===== src/design/lrec_pkg.sv =====
// Shared types, constants and helpers for the left-to-right expression calculator.
`timescale 1ns / 1ps

package lrec_pkg;

  // Arithmetic width of accumulator and operand
  localparam int unsigned ValueWidth  = 32;
  localparam int unsigned CharWidth   = 8;
  localparam int unsigned ResultWidth = 32;

  // Command queue between front and back
  localparam int unsigned QueueDepth  = 4;
  localparam int unsigned QueuePtrW   = $clog2(QueueDepth);
  localparam int unsigned QueueCntW   = $clog2(QueueDepth + 1);

  // Output stream payload: result_value, bad_operator, divide_by_zero
  localparam int unsigned OutFieldW   = ResultWidth + 2;
  localparam int unsigned OutDataW    = ((OutFieldW + 7) / 8) * 8;

  // Divider step counter
  localparam int unsigned DivCntW     = $clog2(ValueWidth);

  // Character codes
  localparam logic [CharWidth-1:0] CharPlus  = 8'd43;
  localparam logic [CharWidth-1:0] CharMinus = 8'd45;
  localparam logic [CharWidth-1:0] CharStar  = 8'd42;
  localparam logic [CharWidth-1:0] CharSlash = 8'd47;
  localparam logic [CharWidth-1:0] CharEqual = 8'd61;
  localparam logic [CharWidth-1:0] CharSpace = 8'd32;
  localparam logic [CharWidth-1:0] CharZero  = 8'd48;

  typedef logic [ValueWidth-1:0] value_t;

  // Commands produced by the front end
  typedef enum logic [2:0] {
    CMD_ACC_DIGIT,
    CMD_OPER,
    CMD_OPND_DIGIT,
    CMD_APPLY,
    CMD_EMIT
  } cmd_kind_e;

  typedef struct packed {
    cmd_kind_e              kind;
    logic [CharWidth-1:0]   ch;
  } cmd_t;

  // Divider request and status
  typedef struct packed {
    logic   start;
    value_t dividend;
    value_t divisor;
  } div_req_t;

  typedef struct packed {
    logic busy;
    logic done;
  } div_stat_t;

  // value*10 + (c - '0'), wrapping
  function automatic value_t fold_digit(value_t v, logic [CharWidth-1:0] c);
    return (v << 3) + (v << 1) + value_t'(c) - value_t'(CharZero);
  endfunction

  // Absolute value as unsigned; most negative maps to 2**(W-1)
  function automatic value_t magnitude(value_t v);
    return v[ValueWidth-1] ? (value_t'(0) - v) : v;
  endfunction

endpackage


===== src/design/left_to_right_expression_calculator.sv =====
// Result path: the '=' transaction pushes an emit command into the queue; the back end
// pops it and loads the output register, which drives m_axis_tvalid.
// Throughput: one character per cycle while the command queue has room;
// a division holds the back end until the one-bit-per-cycle divider is done; the
// four-entry queue takes up to four commands meanwhile.
// Reset: asynchronous, active low; clears phase, queue, accumulator, flags, output reg.
`timescale 1ns / 1ps

module left_to_right_expression_calculator (
  input  logic                              clk_i,
  input  logic                              rst_ni,
  input  logic                              s_axis_tvalid,
  output logic                              s_axis_tready,
  input  logic [7:0]                        s_axis_tdata,  // [7:0] character
  output logic                              m_axis_tvalid,
  input  logic                              m_axis_tready,
  // [31:0] result_value, [32] bad_operator, [33] divide_by_zero, rest zero
  output logic [lrec_pkg::OutDataW-1:0]     m_axis_tdata
);

  logic                              push, q_full, q_empty, pop;
  lrec_pkg::cmd_t                    push_cmd, head;
  logic [lrec_pkg::ResultWidth-1:0]  res_value;
  logic                              res_bad, res_dz;

  lrec_front u_front (
    .clk_i        (clk_i),
    .rst_ni       (rst_ni),
    .in_valid_i   (s_axis_tvalid),
    .in_ready_o   (s_axis_tready),
    .in_char_i    (s_axis_tdata),
    .queue_full_i (q_full),
    .push_o       (push),
    .push_cmd_o   (push_cmd)
  );

  lrec_queue u_queue (
    .clk_i      (clk_i),
    .rst_ni     (rst_ni),
    .push_i     (push),
    .push_cmd_i (push_cmd),
    .full_o     (q_full),
    .pop_i      (pop),
    .empty_o    (q_empty),
    .head_o     (head)
  );

  lrec_back u_back (
    .clk_i          (clk_i),
    .rst_ni         (rst_ni),
    .queue_empty_i  (q_empty),
    .head_i         (head),
    .pop_o          (pop),
    .out_valid_o    (m_axis_tvalid),
    .out_ready_i    (m_axis_tready),
    .out_value_o    (res_value),
    .out_bad_op_o   (res_bad),
    .out_div_zero_o (res_dz)
  );

  assign m_axis_tdata = lrec_pkg::OutDataW'({res_dz, res_bad, res_value});

endmodule


===== src/design/lrec_front.sv =====
// Front end: tracks the expression phase and turns characters into commands.
`timescale 1ns / 1ps

module lrec_front (
  input  logic                            clk_i,
  input  logic                            rst_ni,
  input  logic                            in_valid_i,
  output logic                            in_ready_o,
  input  logic [lrec_pkg::CharWidth-1:0]  in_char_i,
  input  logic                            queue_full_i,
  output logic                            push_o,
  output lrec_pkg::cmd_t                  push_cmd_o
);

  typedef enum logic [1:0] {
    PH_FIRST,
    PH_OPER,
    PH_SKIP,
    PH_OPND
  } phase_e;

  phase_e phase_q, phase_d;
  logic   accept;

  assign in_ready_o = !queue_full_i;
  assign accept     = in_valid_i && in_ready_o;

  // Classify the character by phase
  always_comb begin
    phase_d         = phase_q;
    push_o          = 1'b0;
    push_cmd_o.kind = lrec_pkg::CMD_ACC_DIGIT;
    push_cmd_o.ch   = in_char_i;
    if (accept) begin
      unique case (phase_q)
        PH_FIRST: begin
          if (in_char_i == lrec_pkg::CharSpace) begin
            phase_d = PH_OPER;
          end else begin
            push_o = 1'b1;
          end
        end
        PH_OPER: begin
          push_o = 1'b1;
          if (in_char_i == lrec_pkg::CharEqual) begin
            push_cmd_o.kind = lrec_pkg::CMD_EMIT;
            phase_d         = PH_FIRST;
          end else begin
            push_cmd_o.kind = lrec_pkg::CMD_OPER;
            phase_d         = PH_SKIP;
          end
        end
        PH_SKIP: begin
          phase_d = PH_OPND;
        end
        PH_OPND: begin
          push_o = 1'b1;
          if (in_char_i == lrec_pkg::CharSpace) begin
            push_cmd_o.kind = lrec_pkg::CMD_APPLY;
            phase_d         = PH_OPER;
          end else begin
            push_cmd_o.kind = lrec_pkg::CMD_OPND_DIGIT;
          end
        end
        default: phase_d = PH_FIRST;
      endcase
    end
  end

  always_ff @(posedge clk_i or negedge rst_ni) begin
    if (!rst_ni) begin
      phase_q <= PH_FIRST;
    end else begin
      phase_q <= phase_d;
    end
  end

  // An equals sign in operator position always restarts the number phase
  assert property (@(posedge clk_i) disable iff (!rst_ni)
    (accept && phase_q == PH_OPER && in_char_i == lrec_pkg::CharEqual)
      |=> (phase_q == PH_FIRST))
    else $error("front did not restart after end of expression");

endmodule


===== src/design/lrec_queue.sv =====
// Small command queue between the front end and the execution back end.
`timescale 1ns / 1ps

module lrec_queue (
  input  logic           clk_i,
  input  logic           rst_ni,
  input  logic           push_i,
  input  lrec_pkg::cmd_t push_cmd_i,
  output logic           full_o,
  input  logic           pop_i,
  output logic           empty_o,
  output lrec_pkg::cmd_t head_o
);

  lrec_pkg::cmd_t                   mem_q [lrec_pkg::QueueDepth];
  logic [lrec_pkg::QueuePtrW-1:0]   wr_ptr_q, rd_ptr_q;
  logic [lrec_pkg::QueueCntW-1:0]   count_q;
  logic                             do_push, do_pop;

  assign full_o  = (count_q == lrec_pkg::QueueCntW'(lrec_pkg::QueueDepth));
  assign empty_o = (count_q == '0);
  assign head_o  = mem_q[rd_ptr_q];
  assign do_push = push_i && !full_o;
  assign do_pop  = pop_i && !empty_o;

  // Storage, no reset needed
  always_ff @(posedge clk_i) begin
    if (do_push) begin
      mem_q[wr_ptr_q] <= push_cmd_i;
    end
  end

  // Pointers and fill count
  always_ff @(posedge clk_i or negedge rst_ni) begin
    if (!rst_ni) begin
      wr_ptr_q <= '0;
      rd_ptr_q <= '0;
      count_q  <= '0;
    end else begin
      if (do_push) begin
        wr_ptr_q <= (wr_ptr_q == lrec_pkg::QueuePtrW'(lrec_pkg::QueueDepth - 1)) ?
                    '0 : wr_ptr_q + 1'b1;
      end
      if (do_pop) begin
        rd_ptr_q <= (rd_ptr_q == lrec_pkg::QueuePtrW'(lrec_pkg::QueueDepth - 1)) ?
                    '0 : rd_ptr_q + 1'b1;
      end
      if (do_push && !do_pop) begin
        count_q <= count_q + 1'b1;
      end else if (do_pop && !do_push) begin
        count_q <= count_q - 1'b1;
      end
    end
  end

  assert property (@(posedge clk_i) disable iff (!rst_ni)
    count_q <= lrec_pkg::QueueCntW'(lrec_pkg::QueueDepth))
    else $error("queue fill count overflow");

endmodule


===== src/design/lrec_div.sv =====
// Restoring radix-2 unsigned divider, one quotient bit per cycle.
`timescale 1ns / 1ps

module lrec_div (
  input  logic                clk_i,
  input  logic                rst_ni,
  input  lrec_pkg::div_req_t  req_i,
  output lrec_pkg::div_stat_t stat_o,
  output lrec_pkg::value_t    quotient_o
);

  localparam int unsigned W = lrec_pkg::ValueWidth;

  logic                          busy_q, done_q;
  logic [lrec_pkg::DivCntW-1:0]  cnt_q;
  lrec_pkg::value_t              rem_q, quo_q, dvs_q;
  logic [W:0]                    shifted, trial;

  // Shift in the next dividend bit and try a subtract
  assign shifted = {rem_q, quo_q[W-1]};
  assign trial   = shifted - {1'b0, dvs_q};

  always_ff @(posedge clk_i or negedge rst_ni) begin
    if (!rst_ni) begin
      busy_q <= 1'b0;
      done_q <= 1'b0;
      cnt_q  <= '0;
    end else begin
      done_q <= 1'b0;
      if (req_i.start && !busy_q) begin
        busy_q <= 1'b1;
        cnt_q  <= '0;
      end else if (busy_q) begin
        cnt_q <= cnt_q + 1'b1;
        if (cnt_q == lrec_pkg::DivCntW'(W - 1)) begin
          busy_q <= 1'b0;
          done_q <= 1'b1;
        end
      end
    end
  end

  // Datapath
  always_ff @(posedge clk_i) begin
    if (req_i.start && !busy_q) begin
      rem_q <= '0;
      quo_q <= req_i.dividend;
      dvs_q <= req_i.divisor;
    end else if (busy_q) begin
      rem_q <= trial[W] ? shifted[W-1:0] : trial[W-1:0];
      quo_q <= {quo_q[W-2:0], ~trial[W]};
    end
  end

  assign stat_o.busy = busy_q;
  assign stat_o.done = done_q;
  assign quotient_o  = quo_q;

endmodule


===== src/design/lrec_back.sv =====
// Back end: executes commands on the accumulator and holds the result register.
`timescale 1ns / 1ps

module lrec_back (
  input  logic                                clk_i,
  input  logic                                rst_ni,
  input  logic                                queue_empty_i,
  input  lrec_pkg::cmd_t                      head_i,
  output logic                                pop_o,
  output logic                                out_valid_o,
  input  logic                                out_ready_i,
  output logic [lrec_pkg::ResultWidth-1:0]    out_value_o,
  output logic                                out_bad_op_o,
  output logic                                out_div_zero_o
);

  typedef enum logic {
    ST_EXEC,
    ST_DIV
  } state_e;

  state_e                          state_q;
  lrec_pkg::value_t                acc_q, opnd_q;
  logic [lrec_pkg::CharWidth-1:0]  op_q;
  logic                            bad_q, dz_q, neg_q;
  logic                            out_valid_q;
  logic [lrec_pkg::ResultWidth-1:0] out_value_q;
  logic                            out_bad_q, out_dz_q;

  lrec_pkg::div_req_t              div_req;
  lrec_pkg::div_stat_t             div_stat;
  lrec_pkg::value_t                div_quo;
  logic                            slot_free, is_div;

  lrec_div u_div (
    .clk_i      (clk_i),
    .rst_ni     (rst_ni),
    .req_i      (div_req),
    .stat_o     (div_stat),
    .quotient_o (div_quo)
  );

  // Take a command unless a division is running, or, for an emit, while a result still waits
  assign slot_free = !out_valid_q || out_ready_i;
  assign pop_o     = (state_q == ST_EXEC) && !queue_empty_i &&
                     ((head_i.kind != lrec_pkg::CMD_EMIT) || slot_free);
  assign is_div    = pop_o && (head_i.kind == lrec_pkg::CMD_APPLY) &&
                     (op_q == lrec_pkg::CharSlash) && (opnd_q != '0);

  assign div_req.start    = is_div;
  assign div_req.dividend = lrec_pkg::magnitude(acc_q);
  assign div_req.divisor  = lrec_pkg::magnitude(opnd_q);

  // Command execution and result register
  always_ff @(posedge clk_i or negedge rst_ni) begin
    if (!rst_ni) begin
      state_q     <= ST_EXEC;
      acc_q       <= '0;
      opnd_q      <= '0;
      op_q        <= '0;
      bad_q       <= 1'b0;
      dz_q        <= 1'b0;
      neg_q       <= 1'b0;
      out_valid_q <= 1'b0;
      out_value_q <= '0;
      out_bad_q   <= 1'b0;
      out_dz_q    <= 1'b0;
    end else begin
      // A new result replaces the one taken in the same cycle
      if (pop_o && head_i.kind == lrec_pkg::CMD_EMIT) begin
        out_valid_q <= 1'b1;
      end else if (out_valid_q && out_ready_i) begin
        out_valid_q <= 1'b0;
      end
      unique case (state_q)
        ST_EXEC: begin
          if (pop_o) begin
            unique case (head_i.kind)
              lrec_pkg::CMD_ACC_DIGIT: acc_q <= lrec_pkg::fold_digit(acc_q, head_i.ch);
              lrec_pkg::CMD_OPER: begin
                op_q   <= head_i.ch;
                opnd_q <= '0;
              end
              lrec_pkg::CMD_OPND_DIGIT: opnd_q <= lrec_pkg::fold_digit(opnd_q, head_i.ch);
              lrec_pkg::CMD_APPLY: begin
                opnd_q <= '0;
                unique case (op_q)
                  lrec_pkg::CharPlus:  acc_q <= acc_q + opnd_q;
                  lrec_pkg::CharMinus: acc_q <= acc_q - opnd_q;
                  lrec_pkg::CharStar:  acc_q <= acc_q * opnd_q;
                  lrec_pkg::CharSlash: begin
                    if (opnd_q == '0) begin
                      dz_q <= 1'b1;
                    end else begin
                      neg_q   <= acc_q[lrec_pkg::ValueWidth-1] ^
                                 opnd_q[lrec_pkg::ValueWidth-1];
                      state_q <= ST_DIV;
                    end
                  end
                  default: bad_q <= 1'b1;
                endcase
              end
              lrec_pkg::CMD_EMIT: begin
                out_value_q <= lrec_pkg::ResultWidth'($signed(acc_q));
                out_bad_q   <= bad_q;
                out_dz_q    <= dz_q;
                acc_q       <= '0;
                opnd_q      <= '0;
                op_q        <= '0;
                bad_q       <= 1'b0;
                dz_q        <= 1'b0;
              end
              default: ;
            endcase
          end
        end
        ST_DIV: begin
          if (div_stat.done) begin
            acc_q   <= neg_q ? (lrec_pkg::value_t'(0) - div_quo) : div_quo;
            state_q <= ST_EXEC;
          end
        end
        default: state_q <= ST_EXEC;
      endcase
    end
  end

  assign out_valid_o    = out_valid_q;
  assign out_value_o    = out_value_q;
  assign out_bad_op_o   = out_bad_q;
  assign out_div_zero_o = out_dz_q;

  // While waiting on the divider it must be working or just finished
  assert property (@(posedge clk_i) disable iff (!rst_ni)
    (state_q == ST_DIV) |-> (div_stat.busy || div_stat.done))
    else $error("back end waits on an idle divider");

  // Emitting a result clears the expression state
  assert property (@(posedge clk_i) disable iff (!rst_ni)
    (pop_o && head_i.kind == lrec_pkg::CMD_EMIT)
      |=> (acc_q == '0 && !bad_q && !dz_q && out_valid_q))
    else $error("expression state not cleared after result");

endmodule


===== config.mk =====
export PLATFORM = sky130hd
export DESIGN_NAME = left_to_right_expression_calculator
export DESIGN_NICKNAME = d
export VERILOG_FILES = /design/src/design/lrec_pkg.sv /design/src/design/left_to_right_expression_calculator.sv /design/src/design/lrec_front.sv /design/src/design/lrec_queue.sv /design/src/design/lrec_div.sv /design/src/design/lrec_back.sv
export SDC_FILE = /design/constraint.sdc
export NUM_CORES = 2
export LEC_CHECK = 0
export BUFFER_PORTS_ARGS = -buffer_cell sky130_fd_sc_hd__buf_2
export CORE_ASPECT_RATIO = 1.1
export CORE_MARGIN = 1.5
export CORE_UTILIZATION = 45
export CTS_CLUSTER_SIZE = 8
export DETAILED_ROUTE_END_ITERATION = 8
export GPL_TIMING_DRIVEN = 0
export HOLD_SLACK_MARGIN = 0.12
export PLACE_DENSITY_LB_ADDON = 0.1
export SYNTH_ARGS = -nofsm -noshare
export SYNTH_HDL_FRONTEND = slang
export SYNTH_SLANG_ARGS = --single-unit
export TNS_END_PERCENT = 1

===== constraint.sdc =====
create_clock -name clk_i -period 9.3 [get_ports clk_i]
set_input_delay 1.86 -clock clk_i [delete_from_list [all_inputs] [get_ports clk_i]]
set_output_delay 1.86 -clock clk_i [all_outputs]
set_load 0.01 [all_outputs]

==> summary.md <==
| Metric | Value |
|---|---|
| Status | finished, final reports clean |
| Core ar. | 80200 um^2 |
| Pwr Total | 3.16 mW |
| Vias per cell | 5.91 |
| Fmax | 110 MHz |
| CTS tree | built |
| Largest net degree at the start of global routing | 68 |
| DRT Pass-1 Iters | 5 |
| # placed instances | 5275 |
| CTS root buf | clkbuf_16 |
| Worst EP required | 9.77 ns |
| Worst Path Arrival | 9.59 ns |
| Non-Filler Instances | 5354 |
| Post-route setup slack | 0.178 ns |
| Design Area, Final | 39300 um^2 |
| Seq/Total Area, Yosys | 0.194 |
| Drt wl/cell | 27.0 um |
| Post-synthesis cell type count | 80 |
| Share of cells above drive strength 1 | 0.0471 |
| Number of remaining DRC errors | 0 |
| # IOs | 54 |
| Total GRT Usage | 0.352 |
| Clock sinks | 267 |
| Combinational share of power | 0.122 |
| Worst skew pair latency | 0.60 ns |
| Relative slew slack | 0.120 |
| DIE HEIGHT | 301 um |
| Die width | 274 um |
| P_int | 2.28 mW |
| Switching Share | 0.278 |
| MaxCap Viol Count | 0 |
| Mapped cell area | 36300 um^2 |
| Antenna-violating nets left | 0 |
| Port-buffer cells | 47 |
| Starting DRT DRC Count | 3150 |
| Synth area leader | fa_1 |
| Ys async rst share | 0.476 |
| P_sw | 0.880 mW |
| Hold bufs inserted after CTS | 0 |
| Syn-to-layout area delta | 8.22% |
| Final Hold Fails | 0 |
| Final setup viols | 0 |
| Worst Tran Pin Value | 1.32 ns |
| Row count | 109 |
| GP Congestion | 1.01 |
| Hold WC Path Type | flip-flop to flip-flop |
| Detailed Place HPWL | 114 mm |
| Pre-CTS WS | -0.122 ns |
| DR vias | 31.6k |
| Post-synth EDFFs | 108 |
| Synth Area per Inst | 8.72 um^2 |
| Clock power share | 0.466 |
| Placed Area | 38000 um^2 |
| Slew Viols, Final | 0 |
| Clk slew on worst S/H paths | 0.06 ns |
| Area of the die | 82500 um^2 |
| Sequential share of power | 0.412 |
| Number of CTS-inserted buffers | 40 |
| Post-layout min period | 9.12 ns |
| H-tree levels | 2 |
| PwrDens | 80.5 nW/um^2 |
| Top cells by count, synth | 596 x inv_1, 505 x nand2_1, 423 x fa_1 |
| Reg2reg setup slack | 0.18 ns |
| Startpoint types | flip-flop |
| Most frequent cell after synthesis | inv_1 |
| Starting density of the core | 0.453 |
| Kind of critical path | flip-flop to flip-flop |
| Period utilisation layout | 0.981 |
| Yosys reg bits | 267 |
| Clock Tree Buf Depth | 3 |
| Ys Warns | 0 |
| Mapped Cells | 4166 |
| Drt total wl | 144 mm |
| Layout fillers | 7956 |
| Setup TNS | 0 ns |
| # nets final | 5064 |
| Top-area cell type share of the netlist area | 0.233 |
| Leak | 18.4 nW |
| Top cells by area, synth | fa_1 23%, ha_1 13%, edfxtp_1 8.9% |
| Antenna violations before repair | 8 |
| First-pass GRT wire length | 210 mm |
| RSZ-0062 raised after global routing | no |
| CP max FO | 11 |
| Total grt overflow | 0 |
| Number of global-route vias before repair | 31.3k |
| Main synth FF type | dfrtp_1 |
| Worst setup EP type | flip-flop |
| Setup Skew | 0.0376 ns |
| VDD IR max | 0.179 mV |
sequential cells by signal, summed over array words and instances, names as in the netlist, 2 cells and up:
name                     flops
u_queue.mem_q               44
u_back.acc_q                32
u_back.opnd_q               32
u_back.out_value_o          32
u_back.u_div.dvs_q          32
u_back.u_div.quotient_o     32
u_back.u_div.rem_q          32
u_back.op_q                  8
u_back.u_div.cnt_q           5
u_queue.count_q              3
u_front.phase_q              2
u_queue.rd_ptr_q             2
u_queue.wr_ptr_q             2
layout make-up:
type	instances	area, um^2	area share
Multi-Input combinational cell	3084	26200	0.666
Sequential cell	267	7060	0.180
Inverter	619	2360	0.0600
Tap cell	1054	1320	0.0335
Clock buffer	71	1200	0.0305
Buffer	194	800	0.0203
Timing Repair Buffer	56	342	0.00869
Clock inverter	2	40.0	0.00102
Antenna cell	7	17.5	0.000446
placed cells by master, fill, tap and decap left out, types with 19 or more instances in the layout:
| cell | Yosys | layout |
|---|---|---|
| o21a_1 | 28 | 28 |
| and2_1 | 55 | 55 |
| a21oi_1 | 155 | 155 |
| nand2b_1 | 31 | 31 |
| inv_1 | 596 | 592 |
| nor3_1 | 36 | 36 |
| ha_1 | 367 | 367 |
| xor2_1 | 76 | 76 |
| nand4_1 | 20 | 20 |
| dfxtp_1 | 32 | 32 |
| clkbuf_16 | 0 | 41 |
| edfxtp_1 | 108 | 108 |
| clkbuf_1 | 161 | 165 |
| a221oi_1 | 26 | 26 |
| fa_1 | 423 | 423 |
| nor4_1 | 20 | 19 |
| buf_2 | 6 | 52 |
| a31oi_1 | 26 | 26 |
| o21ai_0 | 246 | 245 |
| nand2_1 | 505 | 505 |
| o31ai_1 | 42 | 42 |
| nor2b_1 | 21 | 21 |
| nor2_1 | 387 | 386 |
| clkbuf_2 | 0 | 21 |
| o211ai_1 | 19 | 19 |
| dfrtp_1 | 127 | 126 |
| nand3_1 | 64 | 64 |
| and3_1 | 20 | 20 |
| a21o_1 | 51 | 51 |
| or3_1 | 22 | 22 |
| xnor2_1 | 226 | 226 |
| a211oi_1 | 27 | 27 |
final timing paths:
check                                  startpoint  cells past startpoint                      to
max                             u_back.opnd_q[15]                     25        u_back.acc_q[30]
min                        u_back.out_value_o[23]                      2  u_back.out_value_o[23]
max reg2reg                     u_back.opnd_q[15]                     25        u_back.acc_q[30]
min reg2reg                u_back.out_value_o[23]                      2  u_back.out_value_o[23]
max in group asynchronous                  rst_ni                      2   u_back.out_value_o[5]
min in group asynchronous                  rst_ni                      1      u_queue.count_q[0]
through the flow:
| stage | util | hold WS, ns |
|---|---|---|
| floorplan | - | 0.446 |
| global placement | 0.473 | 0.457 |
| detailed placement | 0.474 | 0.468 |
| CTS | 0.489 | 0.478 |
| global route | 0.490 | 0.507 |
| finish | 0.490 | 0.476 |
cell families (layout without fill, tap and decap cells):
group           count (synthesis)  count (layout)  synth area share
compound gates                737             737             0.128
xor+xnor                      302             302            0.0728
buf+inv                       820             942            0.0860
simple gates                 1223            1223             0.148
fa+ha+maj                     790             790             0.359
mux                            26              26            0.0112
other cells                     1              13          0.000103
flops                         267             267             0.194
layer usage:
layer  vias to the layer above  share of wire  GRT usage
met5                         -        0.00060          0
met4                        12          0.056      0.162
met3                       398          0.095     0.0827
met2                      1569           0.44      0.540
met1                     15800           0.41      0.471
li1                      13900              -          -
timing repair:
item                                    CTS  global route
endpoints found under the setup margin    2             9
setup buffers                             0             6
gates resized for setup                   4            54
worst max-delay path, stage by stage, from the launching register on:
cell     delay (ns)
dfrtp_1        0.51
buf_1          0.59
inv_1          0.36
buf_1          0.44
nor2_1         0.25
fa_1           0.46
fa_1           0.51
inv_1          0.05
fa_1           0.45
fa_1           0.49
fa_1           0.56
inv_1          0.06
fa_1           0.48
fa_1           0.61
fa_1           0.47
ha_1           0.38
a21oi_1        0.22
o21a_1         0.18
nor2b_1        0.19
o21ai_0        0.13
or3_1          0.35
a31oi_1        0.21
o21ai_0        0.32
mux2i_1        0.27
nor4_1         0.30
a21oi_1        0.10
power groups by stage:
stage          clock network, mW  registers [mW]  logic, mW
2_1_floorplan                  0            1.32      0.250
3_3_place_gp                   0            1.32      0.376
3_5_place_dp                   0            1.32      0.382
4_1_cts                     1.50            1.30      0.384
5_1_grt                     1.54            1.31      0.427
6_report                    1.47            1.30      0.386
No activity file was read; power rests on OpenSTA's default activity.
